[src/design/tfc_pkg.sv]
`default_nettype none

package tfc_pkg;

    // field widths
    localparam int TEMP_W = 12;
    localparam int PCT_W  = 7;
    localparam int DUTY_W = 10;

    // average keeps extra fraction bits below 1/16 degree
    localparam int FRAC_BITS = 16;
    localparam int ACC_W     = TEMP_W + FRAC_BITS;

    // smoothing factor 9830 / 2^16
    localparam int ALPHA_NUM   = 9830;
    localparam int ALPHA_W     = 15;
    localparam int ALPHA_SHIFT = 16;
    localparam int PROD_W      = ACC_W + 1 + ALPHA_SHIFT + 1;

    // proportional band divider
    localparam int NUM_W      = ACC_W + 8;
    localparam int QCNT_W     = $clog2(PCT_W + 1);
    localparam int BAND_SCALE = 200;

    localparam logic [PCT_W-1:0] PCT_FULL = PCT_W'(100);

    // duty = pct * DUTY_FULL_SCALE / 100, division by reciprocal multiply
    localparam int DUTY_FULL_SCALE = 1023;
    localparam int DUTY_X_W        = $clog2(100 * DUTY_FULL_SCALE + 1);
    localparam int RECIP_SHIFT     = DUTY_X_W + 7;
    localparam longint DUTY_RECIP  = ((64'd1 << RECIP_SHIFT) / 100) + 1;
    localparam int RECIP_W         = RECIP_SHIFT - 5;
    localparam int DUTY_P_W        = DUTY_X_W + RECIP_W + DUTY_W;

    // configuration port
    localparam int CFG_IDX_W  = 2;
    localparam int CFG_DATA_W = TEMP_W;

    localparam logic [CFG_IDX_W-1:0] CFG_FAN_MODE    = 2'd0;
    localparam logic [CFG_IDX_W-1:0] CFG_DESIRED     = 2'd1;
    localparam logic [CFG_IDX_W-1:0] CFG_MAX         = 2'd2;
    localparam logic [CFG_IDX_W-1:0] CFG_MANUAL_PCT  = 2'd3;

    localparam logic                   FAN_MODE_RESET    = 1'b0;
    localparam logic [TEMP_W-1:0]      DESIRED_RESET     = TEMP_W'(384);
    localparam logic [TEMP_W-1:0]      MAX_RESET         = TEMP_W'(512);
    localparam logic [PCT_W-1:0]       MANUAL_PCT_RESET  = PCT_W'(0);

    localparam logic MODE_AUTO = 1'b0;

    // controller to datapath
    typedef struct packed {
        logic load_sample;
        logic mult;
        logic round;
        logic update;
        logic decide;
        logic duty_mul;
        logic duty_scale;
        logic out_load;
    } tfc_cmd_t;

    // datapath to controller
    typedef struct packed {
        logic band;
    } tfc_sts_t;

endpackage

`default_nettype wire

[src/design/tfc_in_if.sv]
`default_nettype none

interface tfc_in_if;
    logic                                     valid;
    logic                                     ready;
    logic signed [tfc_pkg::TEMP_W-1:0]        temp_sample;

    modport source (output valid, output temp_sample, input ready);
    modport sink   (input valid, input temp_sample, output ready);
endinterface

`default_nettype wire

[src/design/tfc_out_if.sv]
`default_nettype none

interface tfc_out_if;
    logic                                     valid;
    logic                                     ready;
    logic        [tfc_pkg::PCT_W-1:0]         fan_percent;
    logic        [tfc_pkg::DUTY_W-1:0]        fan_duty;
    logic                                     alarm_on;
    logic                                     alarm_led;
    logic signed [tfc_pkg::TEMP_W-1:0]        avg_temp;

    modport source (output valid, output fan_percent, output fan_duty,
                    output alarm_on, output alarm_led, output avg_temp,
                    input ready);
    modport sink   (input valid, input fan_percent, input fan_duty,
                    input alarm_on, input alarm_led, input avg_temp,
                    output ready);
endinterface

`default_nettype wire

[src/design/tfc_div.sv]
`default_nettype none

module tfc_div (
    input  wire logic                        clk,
    input  wire logic                        rst_n,
    input  wire logic                        start,
    input  wire logic [tfc_pkg::NUM_W-1:0]   num,
    input  wire logic [tfc_pkg::NUM_W-1:0]   den,
    output logic                             done,
    output logic [tfc_pkg::PCT_W-1:0]        quo
);

    logic [tfc_pkg::NUM_W-1:0]  rem_reg,    rem_next;
    logic [tfc_pkg::NUM_W-1:0]  dsh_reg,    dsh_next;
    logic [tfc_pkg::PCT_W-1:0]  quo_reg,    quo_next;
    logic [tfc_pkg::QCNT_W-1:0] cnt_reg,    cnt_next;
    logic                       busy_reg,   busy_next;
    logic                       done_reg,   done_next;
    logic                       fits;

    // one restoring step per cycle, most significant quotient bit first
    assign fits = (rem_reg >= dsh_reg);

    always_comb
    begin
        rem_next  = rem_reg;
        dsh_next  = dsh_reg;
        quo_next  = quo_reg;
        cnt_next  = cnt_reg;
        busy_next = busy_reg;
        done_next = 1'b0;
        if (start)
        begin
            rem_next  = num;
            dsh_next  = den << (tfc_pkg::PCT_W - 1);
            quo_next  = '0;
            cnt_next  = tfc_pkg::QCNT_W'(tfc_pkg::PCT_W);
            busy_next = 1'b1;
        end
        else if (busy_reg)
        begin
            if (fits)
            begin
                rem_next = rem_reg - dsh_reg;
            end
            quo_next = {quo_reg[tfc_pkg::PCT_W-2:0], fits};
            dsh_next = dsh_reg >> 1;
            cnt_next = cnt_reg - 1'b1;
            if (cnt_reg == tfc_pkg::QCNT_W'(1))
            begin
                busy_next = 1'b0;
                done_next = 1'b1;
            end
        end
    end

    // control
    always_ff @(posedge clk or negedge rst_n)
    begin
        if (!rst_n)
        begin
            cnt_reg  <= '0;
            busy_reg <= 1'b0;
            done_reg <= 1'b0;
        end
        else
        begin
            cnt_reg  <= cnt_next;
            busy_reg <= busy_next;
            done_reg <= done_next;
        end
    end

    // operands
    always_ff @(posedge clk)
    begin
        rem_reg <= rem_next;
        dsh_reg <= dsh_next;
        quo_reg <= quo_next;
    end

    assign done = done_reg;
    assign quo  = quo_reg;

endmodule

`default_nettype wire

[src/design/tfc_datapath.sv]
`default_nettype none

module tfc_datapath (
    input  wire logic                                clk,
    input  wire logic                                rst_n,
    input  wire tfc_pkg::tfc_cmd_t                   cmd,
    output tfc_pkg::tfc_sts_t                        sts,
    input  wire logic signed [tfc_pkg::TEMP_W-1:0]   temp_sample,
    input  wire logic                                cfg_we,
    input  wire logic [tfc_pkg::CFG_IDX_W-1:0]       cfg_index,
    input  wire logic [tfc_pkg::CFG_DATA_W-1:0]      cfg_data,
    output logic [tfc_pkg::NUM_W-1:0]                div_num,
    output logic [tfc_pkg::NUM_W-1:0]                div_den,
    input  wire logic [tfc_pkg::PCT_W-1:0]           div_quo,
    output logic [tfc_pkg::PCT_W-1:0]                fan_percent,
    output logic [tfc_pkg::DUTY_W-1:0]               fan_duty,
    output logic                                     alarm_on,
    output logic                                     alarm_led,
    output logic signed [tfc_pkg::TEMP_W-1:0]        avg_temp
);

    localparam int AW = tfc_pkg::ACC_W;
    localparam int FB = tfc_pkg::FRAC_BITS;

    localparam logic signed [tfc_pkg::ALPHA_W-1:0] ALPHA =
        tfc_pkg::ALPHA_W'(tfc_pkg::ALPHA_NUM);
    localparam logic signed [tfc_pkg::PROD_W-1:0] PROD_HALF =
        tfc_pkg::PROD_W'(1) << (tfc_pkg::ALPHA_SHIFT - 1);
    localparam logic signed [AW:0] FILT_HALF = (AW+1)'(1) << (FB - 1);
    localparam logic signed [AW+1:0] ACC_LO =
        {3'b111, {(AW-1){1'b0}}};
    localparam logic signed [AW+1:0] ACC_HI =
        {3'b000, {(tfc_pkg::TEMP_W-1){1'b1}}, {FB{1'b0}}};
    localparam logic [tfc_pkg::DUTY_X_W-1:0] DUTY_SCALE =
        tfc_pkg::DUTY_X_W'(tfc_pkg::DUTY_FULL_SCALE);
    localparam logic [tfc_pkg::RECIP_W-1:0] RECIP =
        tfc_pkg::RECIP_W'(tfc_pkg::DUTY_RECIP);
    localparam logic [tfc_pkg::NUM_W-1:0] NUM_SCALE =
        tfc_pkg::NUM_W'(tfc_pkg::BAND_SCALE);

    // configuration registers
    logic                              mode_reg;
    logic [tfc_pkg::TEMP_W-1:0]        desired_reg;
    logic [tfc_pkg::TEMP_W-1:0]        max_reg;
    logic [tfc_pkg::PCT_W-1:0]         manual_reg;

    // filter state
    logic signed [AW-1:0]              acc_reg,   acc_next;
    logic                              primed_reg;
    logic                              led_reg,   led_next;

    // working registers
    logic signed [tfc_pkg::TEMP_W-1:0] sample_reg;
    logic signed [tfc_pkg::PROD_W-1:0] prod_reg,  prod_next;
    logic signed [AW:0]                delta_reg, delta_next;
    logic                              alarm_reg, alarm_next;
    logic                              band_reg,  band_next;
    logic [tfc_pkg::PCT_W-1:0]         base_reg,  base_next;
    logic signed [tfc_pkg::TEMP_W-1:0] filt_reg,  filt_next;
    logic [tfc_pkg::NUM_W-1:0]         num_reg,   num_next;
    logic [tfc_pkg::NUM_W-1:0]         den_reg,   den_next;
    logic [tfc_pkg::PCT_W-1:0]         pct_reg,   pct_next;
    logic [tfc_pkg::DUTY_X_W-1:0]      x_reg,     x_next;
    logic [tfc_pkg::DUTY_P_W-1:0]      dprod_reg, dprod_next;

    // result register
    logic [tfc_pkg::PCT_W-1:0]         out_pct_reg;
    logic [tfc_pkg::DUTY_W-1:0]        out_duty_reg;
    logic                              out_alarm_reg;
    logic                              out_led_reg;
    logic signed [tfc_pkg::TEMP_W-1:0] out_filt_reg;

    logic signed [AW-1:0]              sample_fx;
    logic signed [AW-1:0]              d_fx;
    logic signed [AW-1:0]              m_fx;
    logic signed [AW:0]                diff;
    logic signed [tfc_pkg::PROD_W-1:0] prod_rnd;
    logic signed [AW+1:0]              sum;
    logic signed [AW+1:0]              sum_clamped;
    logic signed [AW:0]                above_d;
    logic signed [AW:0]                span;
    logic signed [AW:0]                filt_sum;
    logic                              at_or_below_d;
    logic                              at_or_above_m;
    logic [tfc_pkg::PCT_W-1:0]         manual_sat;

    assign sample_fx = {sample_reg, {FB{1'b0}}};
    assign d_fx      = {desired_reg, {FB{1'b0}}};
    assign m_fx      = {max_reg, {FB{1'b0}}};

    // configuration writes
    always_ff @(posedge clk or negedge rst_n)
    begin
        if (!rst_n)
        begin
            mode_reg    <= tfc_pkg::FAN_MODE_RESET;
            desired_reg <= tfc_pkg::DESIRED_RESET;
            max_reg     <= tfc_pkg::MAX_RESET;
            manual_reg  <= tfc_pkg::MANUAL_PCT_RESET;
        end
        else if (cfg_we)
        begin
            unique case (cfg_index)
                tfc_pkg::CFG_FAN_MODE:   mode_reg    <= cfg_data[0];
                tfc_pkg::CFG_DESIRED:    desired_reg <= cfg_data[tfc_pkg::TEMP_W-1:0];
                tfc_pkg::CFG_MAX:        max_reg     <= cfg_data[tfc_pkg::TEMP_W-1:0];
                tfc_pkg::CFG_MANUAL_PCT: manual_reg  <= cfg_data[tfc_pkg::PCT_W-1:0];
            endcase
        end
    end

    // error times alpha
    assign diff      = (AW+1)'(sample_fx) - (AW+1)'(acc_reg);
    assign prod_next = diff * ALPHA;

    // round half up, arithmetic shift floors
    assign prod_rnd   = prod_reg + PROD_HALF;
    assign delta_next = prod_rnd[tfc_pkg::ALPHA_SHIFT +: AW+1];

    // new average, clamped to the sample range; the first sample loads it directly
    always_comb
    begin
        sum = (AW+2)'(acc_reg) + (AW+2)'(delta_reg);
        if (sum < ACC_LO)
        begin
            sum_clamped = ACC_LO;
        end
        else if (sum > ACC_HI)
        begin
            sum_clamped = ACC_HI;
        end
        else
        begin
            sum_clamped = sum;
        end
        acc_next = primed_reg ? sum_clamped[AW-1:0] : sample_fx;
    end

    // fan curve decisions on the updated average
    assign at_or_below_d = (acc_reg <= d_fx);
    assign at_or_above_m = (acc_reg >= m_fx);
    assign manual_sat    = (manual_reg > tfc_pkg::PCT_FULL) ? tfc_pkg::PCT_FULL
                                                            : manual_reg;
    assign above_d       = (AW+1)'(acc_reg) - (AW+1)'(d_fx);
    assign span          = (AW+1)'(m_fx) - (AW+1)'(d_fx);
    assign filt_sum      = (AW+1)'(acc_reg) + FILT_HALF;

    always_comb
    begin
        alarm_next = (acc_reg > m_fx);
        band_next  = 1'b0;
        led_next   = alarm_next ? ~led_reg : 1'b0;
        if (alarm_next)
        begin
            base_next = tfc_pkg::PCT_FULL;
        end
        else if (mode_reg != tfc_pkg::MODE_AUTO)
        begin
            base_next = manual_sat;
        end
        else if (at_or_below_d)
        begin
            base_next = '0;
        end
        else
        begin
            base_next = tfc_pkg::PCT_FULL;
            band_next = !at_or_above_m;
        end
        num_next  = tfc_pkg::NUM_W'(above_d[AW-1:0]) * NUM_SCALE
                  + tfc_pkg::NUM_W'(span[AW-1:0]);
        den_next  = tfc_pkg::NUM_W'(span[AW-1:0]) << 1;
        filt_next = filt_sum[FB +: tfc_pkg::TEMP_W];
    end

    // duty scaling
    assign pct_next   = band_reg ? div_quo : base_reg;
    assign x_next     = tfc_pkg::DUTY_X_W'(pct_next) * DUTY_SCALE;
    assign dprod_next = tfc_pkg::DUTY_P_W'(x_reg) * tfc_pkg::DUTY_P_W'(RECIP);

    // filter state
    always_ff @(posedge clk or negedge rst_n)
    begin
        if (!rst_n)
        begin
            acc_reg    <= '0;
            primed_reg <= 1'b0;
            led_reg    <= 1'b0;
        end
        else
        begin
            if (cmd.update)
            begin
                acc_reg    <= acc_next;
                primed_reg <= 1'b1;
            end
            if (cmd.decide)
            begin
                led_reg <= led_next;
            end
        end
    end

    // working registers
    always_ff @(posedge clk)
    begin
        if (cmd.load_sample)
        begin
            sample_reg <= temp_sample;
        end
        if (cmd.mult)
        begin
            prod_reg <= prod_next;
        end
        if (cmd.round)
        begin
            delta_reg <= delta_next;
        end
        if (cmd.decide)
        begin
            alarm_reg <= alarm_next;
            base_reg  <= base_next;
            filt_reg  <= filt_next;
            num_reg   <= num_next;
            den_reg   <= den_next;
        end
        if (cmd.duty_mul)
        begin
            pct_reg <= pct_next;
            x_reg   <= x_next;
        end
        if (cmd.duty_scale)
        begin
            dprod_reg <= dprod_next;
        end
        if (cmd.out_load)
        begin
            out_pct_reg   <= pct_reg;
            out_duty_reg  <= dprod_reg[tfc_pkg::RECIP_SHIFT +: tfc_pkg::DUTY_W];
            out_alarm_reg <= alarm_reg;
            out_led_reg   <= led_reg;
            out_filt_reg  <= filt_reg;
        end
    end

    // band flag is control, cleared by reset
    always_ff @(posedge clk or negedge rst_n)
    begin
        if (!rst_n)
        begin
            band_reg <= 1'b0;
        end
        else if (cmd.decide)
        begin
            band_reg <= band_next;
        end
    end

    assign sts.band    = band_reg;
    assign div_num     = num_reg;
    assign div_den     = den_reg;
    assign fan_percent = out_pct_reg;
    assign fan_duty    = out_duty_reg;
    assign alarm_on    = out_alarm_reg;
    assign alarm_led   = out_led_reg;
    assign avg_temp    = out_filt_reg;

endmodule

`default_nettype wire

[src/design/tfc_ctrl.sv]
`default_nettype none

module tfc_ctrl (
    input  wire logic                clk,
    input  wire logic                rst_n,
    input  wire logic                in_valid,
    output logic                     in_ready,
    output logic                     out_valid,
    input  wire logic                out_ready,
    output tfc_pkg::tfc_cmd_t        cmd,
    input  wire tfc_pkg::tfc_sts_t   sts,
    output logic                     div_start,
    input  wire logic                div_done
);

    localparam logic [3:0] S_IDLE   = 4'd0;
    localparam logic [3:0] S_MULT   = 4'd1;
    localparam logic [3:0] S_ROUND  = 4'd2;
    localparam logic [3:0] S_UPDATE = 4'd3;
    localparam logic [3:0] S_DECIDE = 4'd4;
    localparam logic [3:0] S_BRANCH = 4'd5;
    localparam logic [3:0] S_DIV    = 4'd6;
    localparam logic [3:0] S_DUTY1  = 4'd7;
    localparam logic [3:0] S_DUTY2  = 4'd8;
    localparam logic [3:0] S_OUT    = 4'd9;

    logic [3:0] state_reg, state_next;
    logic       out_valid_reg, out_valid_next;
    logic       out_free;

    assign out_free = !out_valid_reg || out_ready;

    // sequencer
    always_comb
    begin
        state_next = state_reg;
        cmd        = '0;
        div_start  = 1'b0;
        in_ready   = 1'b0;
        unique case (state_reg)
            S_IDLE:
            begin
                in_ready = 1'b1;
                if (in_valid)
                begin
                    cmd.load_sample = 1'b1;
                    state_next      = S_MULT;
                end
            end
            S_MULT:
            begin
                cmd.mult   = 1'b1;
                state_next = S_ROUND;
            end
            S_ROUND:
            begin
                cmd.round  = 1'b1;
                state_next = S_UPDATE;
            end
            S_UPDATE:
            begin
                cmd.update = 1'b1;
                state_next = S_DECIDE;
            end
            S_DECIDE:
            begin
                cmd.decide = 1'b1;
                state_next = S_BRANCH;
            end
            S_BRANCH:
            begin
                if (sts.band)
                begin
                    div_start  = 1'b1;
                    state_next = S_DIV;
                end
                else
                begin
                    state_next = S_DUTY1;
                end
            end
            S_DIV:
            begin
                if (div_done)
                begin
                    state_next = S_DUTY1;
                end
            end
            S_DUTY1:
            begin
                cmd.duty_mul = 1'b1;
                state_next   = S_DUTY2;
            end
            S_DUTY2:
            begin
                cmd.duty_scale = 1'b1;
                state_next     = S_OUT;
            end
            S_OUT:
            begin
                if (out_free)
                begin
                    cmd.out_load = 1'b1;
                    state_next   = S_IDLE;
                end
            end
            default:
            begin
                state_next = S_IDLE;
            end
        endcase
    end

    // result beat valid
    always_comb
    begin
        out_valid_next = out_valid_reg;
        if (out_valid_reg && out_ready)
        begin
            out_valid_next = 1'b0;
        end
        if (cmd.out_load)
        begin
            out_valid_next = 1'b1;
        end
    end

    always_ff @(posedge clk or negedge rst_n)
    begin
        if (!rst_n)
        begin
            state_reg     <= S_IDLE;
            out_valid_reg <= 1'b0;
        end
        else
        begin
            state_reg     <= state_next;
            out_valid_reg <= out_valid_next;
        end
    end

    assign out_valid = out_valid_reg;

endmodule

`default_nettype wire

[src/design/thermal_fan_controller_ema_top.sv]
// steps: load, multiply, round, update average, decide, divide in the band,
// duty scaling, result load; one sample in flight (7-step serial divider)
// a new sample is taken while the previous result beat still waits downstream
// reset: average cleared and unprimed, led off, registers at 0 / 384 / 512 / 0
`default_nettype none

module thermal_fan_controller_ema_top (
    input  wire logic                                clk,
    input  wire logic                                rst_n,
    tfc_in_if.sink                                   sample,
    tfc_out_if.source                                result,
    input  wire logic                                cfg_we,
    input  wire logic [tfc_pkg::CFG_IDX_W-1:0]       cfg_index,
    input  wire logic [tfc_pkg::CFG_DATA_W-1:0]      cfg_data
);

    tfc_pkg::tfc_cmd_t                cmd;
    tfc_pkg::tfc_sts_t                sts;
    logic                             div_start;
    logic                             div_done;
    logic [tfc_pkg::NUM_W-1:0]        div_num;
    logic [tfc_pkg::NUM_W-1:0]        div_den;
    logic [tfc_pkg::PCT_W-1:0]        div_quo;

    // sequencer
    tfc_ctrl u_ctrl (
        .clk       (clk),
        .rst_n     (rst_n),
        .in_valid  (sample.valid),
        .in_ready  (sample.ready),
        .out_valid (result.valid),
        .out_ready (result.ready),
        .cmd       (cmd),
        .sts       (sts),
        .div_start (div_start),
        .div_done  (div_done)
    );

    // filter, fan curve and duty scaling
    tfc_datapath u_datapath (
        .clk           (clk),
        .rst_n         (rst_n),
        .cmd           (cmd),
        .sts           (sts),
        .temp_sample   (sample.temp_sample),
        .cfg_we        (cfg_we),
        .cfg_index     (cfg_index),
        .cfg_data      (cfg_data),
        .div_num       (div_num),
        .div_den       (div_den),
        .div_quo       (div_quo),
        .fan_percent   (result.fan_percent),
        .fan_duty      (result.fan_duty),
        .alarm_on      (result.alarm_on),
        .alarm_led     (result.alarm_led),
        .avg_temp      (result.avg_temp)
    );

    // proportional band ratio
    tfc_div u_div (
        .clk   (clk),
        .rst_n (rst_n),
        .start (div_start),
        .num   (div_num),
        .den   (div_den),
        .done  (div_done),
        .quo   (div_quo)
    );

endmodule

`default_nettype wire

[src/flat_wrapper.sv]
// flat-port wrapper written by rule: the top's interface ports become plain ports
module thermal_fan_controller_ema_top_flat 
  (clk, rst_n, cfg_we, cfg_index, cfg_data, sample_valid, sample_temp_sample, sample_ready, result_valid, result_fan_percent, result_fan_duty, result_alarm_on, result_alarm_led, result_avg_temp, result_ready);
  tfc_in_if sample_i ();
  tfc_out_if result_i ();
  input  wire logic clk;
  input  wire logic rst_n;
  input  wire logic cfg_we;
  input  wire logic [tfc_pkg::CFG_IDX_W-1:0] cfg_index;
  input  wire logic [tfc_pkg::CFG_DATA_W-1:0] cfg_data;
  input wire logic [$bits(sample_i.valid)-1:0] sample_valid;
  input wire logic [$bits(sample_i.temp_sample)-1:0] sample_temp_sample;
  output wire logic [$bits(sample_i.ready)-1:0] sample_ready;
  output wire logic [$bits(result_i.valid)-1:0] result_valid;
  output wire logic [$bits(result_i.fan_percent)-1:0] result_fan_percent;
  output wire logic [$bits(result_i.fan_duty)-1:0] result_fan_duty;
  output wire logic [$bits(result_i.alarm_on)-1:0] result_alarm_on;
  output wire logic [$bits(result_i.alarm_led)-1:0] result_alarm_led;
  output wire logic [$bits(result_i.avg_temp)-1:0] result_avg_temp;
  input wire logic [$bits(result_i.ready)-1:0] result_ready;
  assign sample_i.valid = sample_valid;
  assign sample_i.temp_sample = sample_temp_sample;
  assign sample_ready = sample_i.ready;
  assign result_valid = result_i.valid;
  assign result_fan_percent = result_i.fan_percent;
  assign result_fan_duty = result_i.fan_duty;
  assign result_alarm_on = result_i.alarm_on;
  assign result_alarm_led = result_i.alarm_led;
  assign result_avg_temp = result_i.avg_temp;
  assign result_i.ready = result_ready;
  thermal_fan_controller_ema_top u_core (.clk(clk), .rst_n(rst_n), .sample(sample_i), .result(result_i), .cfg_we(cfg_we), .cfg_index(cfg_index), .cfg_data(cfg_data));
endmodule
[config.mk]
export PLATFORM = sky130hd
export DESIGN_NAME = thermal_fan_controller_ema_top_flat
export DESIGN_NICKNAME = d
export VERILOG_FILES = /design/src/design/tfc_pkg.sv /design/src/design/tfc_in_if.sv /design/src/design/tfc_out_if.sv /design/src/design/tfc_div.sv /design/src/design/tfc_datapath.sv /design/src/design/tfc_ctrl.sv /design/src/design/thermal_fan_controller_ema_top.sv /design/src/flat_wrapper.sv
export SDC_FILE = /design/constraint.sdc
export NUM_CORES = 2
export LEC_CHECK = 0
export ABC_AREA = 1
export CAP_MARGIN = 20
export CELL_PAD_IN_SITES_DETAIL_PLACEMENT = 2
export CELL_PAD_IN_SITES_GLOBAL_PLACEMENT = 2
export CORE_MARGIN = 2
export CORE_UTILIZATION = 35
export DETAILED_ROUTE_END_ITERATION = 16
export DONT_BUFFER_PORTS = 1
export PLACE_DENSITY_LB_ADDON = 0.1
export SLEW_MARGIN = 30
export SYNTH_ARGS = -nofsm -noshare
export SYNTH_HDL_FRONTEND = slang
export SYNTH_HIERARCHICAL = 1
export SYNTH_SLANG_ARGS = --single-unit
[constraint.sdc]
create_clock -name clk -period 11.4 [get_ports clk]
set_input_delay 1.14 -clock clk [delete_from_list [all_inputs] [get_ports clk]]
set_output_delay 1.14 -clock clk [all_outputs]
set_load 0.02 [all_outputs]
==> key figures <==
Finish
  – Non-filler cells, final: 6143
  – Share of post-route cells with drive strength above 1: 4.859%
  – Most frequent cells in the layout: 1010 x inv_1, 882 x nand2_1, 573 x ha_1
  – Synth-to-Final Area Change: 9.094%
  – Nets@finish: 5512
  – Fin util: 38.35%
  – Most common cell after layout, fill and taps aside: inv_1
  – # fillers: 12620

Critical path
  – Worst-path maximum fanout: 15
  – R2R cell count: 30
  – Critical path depth in cells: 30
  – Critical R2R Capture: u_core/u_datapath/prod_reg[39]
  – CP startpoint: u_core/u_datapath/acc_reg[23]
  – CP bufs+invs: 8
  – Most frequent CP cell: inv_1
  – Crit Path Class: register to register
  – CP startpoint kind: register
  – Critical-path top delay cell: nor4_1
  – CP Capture Point: u_core/u_datapath/prod_reg[39]
  – R2R Setup Slk: 3.18 ns
  – RR Startpoint: u_core/u_datapath/acc_reg[23]
  – CP required: 11.78 ns
  – Slowest Stage Delay on Critical Path: 0.77 ns
  – CP arrival: 8.60 ns
  – Cell family with the largest share of critical-path delay: adder cells
  – Crit path capture type: register

STA
  – Post-route minimum period: 8.217 ns
  – TNS Setup: 0 ns
  – RSZ-0062 raised after global routing: no
  – Tcrit/Tclk final: 72.08%
  – Count of final setup violators: 0
  – Slew @ Worst Pin: 0.9543 ns
  – Peak Freq: 121.7 MHz
  – Count of final max-slew check failures: 0
  – Clk_skew: 0.02610 ns
  – Slew headroom: 36.16%
  – Final Hold Vio Count: 0
  – WHS: 0.2209 ns

Clocking
  – H-tree depth: 2
  – CTS max path bufs: 3
  – Clock Latency Late Sink: 0.64 ns
  – Post-cts sizing count: 0
  – CTS tree: yes
  – Hold_buf cts: 0
  – Clock sink count: 351
  – Setup Buffers After CTS: 0
  – Worst-path clk slew: 0.06 ns
  – Clk Tree Root Cell: clkbuf_16
  – CTS Buf Count: 50

Die
  – DIE AREA: 0.1134 mm²
  – I/O Pins: 64
  – Core area: 0.1102 mm²
  – Die W: 336.7 µm
  – Cell Rows: 122
  – Initial Util: 35.16%
  – DIE HEIGHT: 336.7 µm

GRT
  – Initial antenna violation count: 7
  – Vias in the first global route: 34070
  – Overflow left after global routing: 0
  – Wire length of the first global-routing pass: 202.8 mm
  – Pin count of the biggest net entering global routing: 74
  – Gr usage total: 23.33%

Detailed routing
  – ANT nets after route: 0
  – Final wirelength: 128.6 mm
  – Vias: 30190
  – Routed wire per std cell: 20.94 µm
  – Initial detailed-routing violation count: 1104
  – Remaining DRCs: 0
  – DR pass1 iterations: 5
  – Routed vias/inst: 4.915

Synthesis
  – Post-Synthesis Cells: 4569
  – Synth warn: 6
  – Post-Synthesis Cell Area: 0.03875 mm²
  – Syn avg cell area: 8.480 µm²

Placed design
  – Placer Congestion: 0.8302
  – Placed Cells: 6046
  – Post-DP HPWL: 110.1 mm
  – IO Port Bufs: 0

Run status
  – Status: finished, final reports clean

Worst hold path
  – Worst hold path type: input port to async pin

Flow run
  – Max Cap Violations: 0
## worst register-to-register path, delay by kind of cell, from the launching register on
kind / cells / cell delay, ns
AO/OA/AOI/OAI: 3 / 0.68
XOR/XNOR: 2 / 0.26
adder cells (fa/ha/maj): 8 / 3.37
buffers and inverters: 8 / 1.13
flip-flops: 1 / 0.50
AND/OR/NAND/NOR: 9 / 2.05
## stage by stage
step,area [µm²],setup WS (ns)
2_1_floorplan,38820,3.468
3_3_place_gp,40560,3.121
3_5_place_dp,40600,3.158
4_1_cts,42250,3.120
5_1_grt,42260,2.603
6_report,42270,3.183
## final cells by class
class / count / area, µm² / share of cell area (%)
multi-input cells: 3165 / 24680 / 58.40
diodes: 4 / 10.01 / 0.02368
flip-flops and latches: 351 / 10050 / 23.77
repair buffers: 22 / 185.2 / 0.4381
well taps: 1488 / 1862 / 4.405
clock buffers: 68 / 1403 / 3.318
inverters: 1020 / 3829 / 9.058
clock inverters: 25 / 247.7 / 0.5861
## routing by layer
layer	global-route usage (%)	vias up	routed length, µm
met5	0	-	41
met3	2.347	111	2625
met2	41.61	223	64040
li1	-	14620	-
met1	30.66	15230	59480
met4	4.445	6	2457
## worst min-delay path by stage
stage	end	start	slack [ns]
floorplan	u_core/u_datapath/alarm_on	u_core/u_datapath/alarm_reg	0.40
global placement	u_core/u_datapath/avg_temp[2]	u_core/u_datapath/filt_reg[2]	0.40
detailed placement	u_core/u_datapath/fan_percent[3]	u_core/u_datapath/pct_reg[3]	0.41
CTS	u_core/u_datapath/acc_reg[14]	rst_n	0.16
global route	u_core/u_div/busy_reg	rst_n	0.18
finish	u_core/u_div/busy_reg	rst_n	0.22
Power is not shown: default switching activity piles up to over one toggle a cycle in this logic, so the estimate is an artifact.
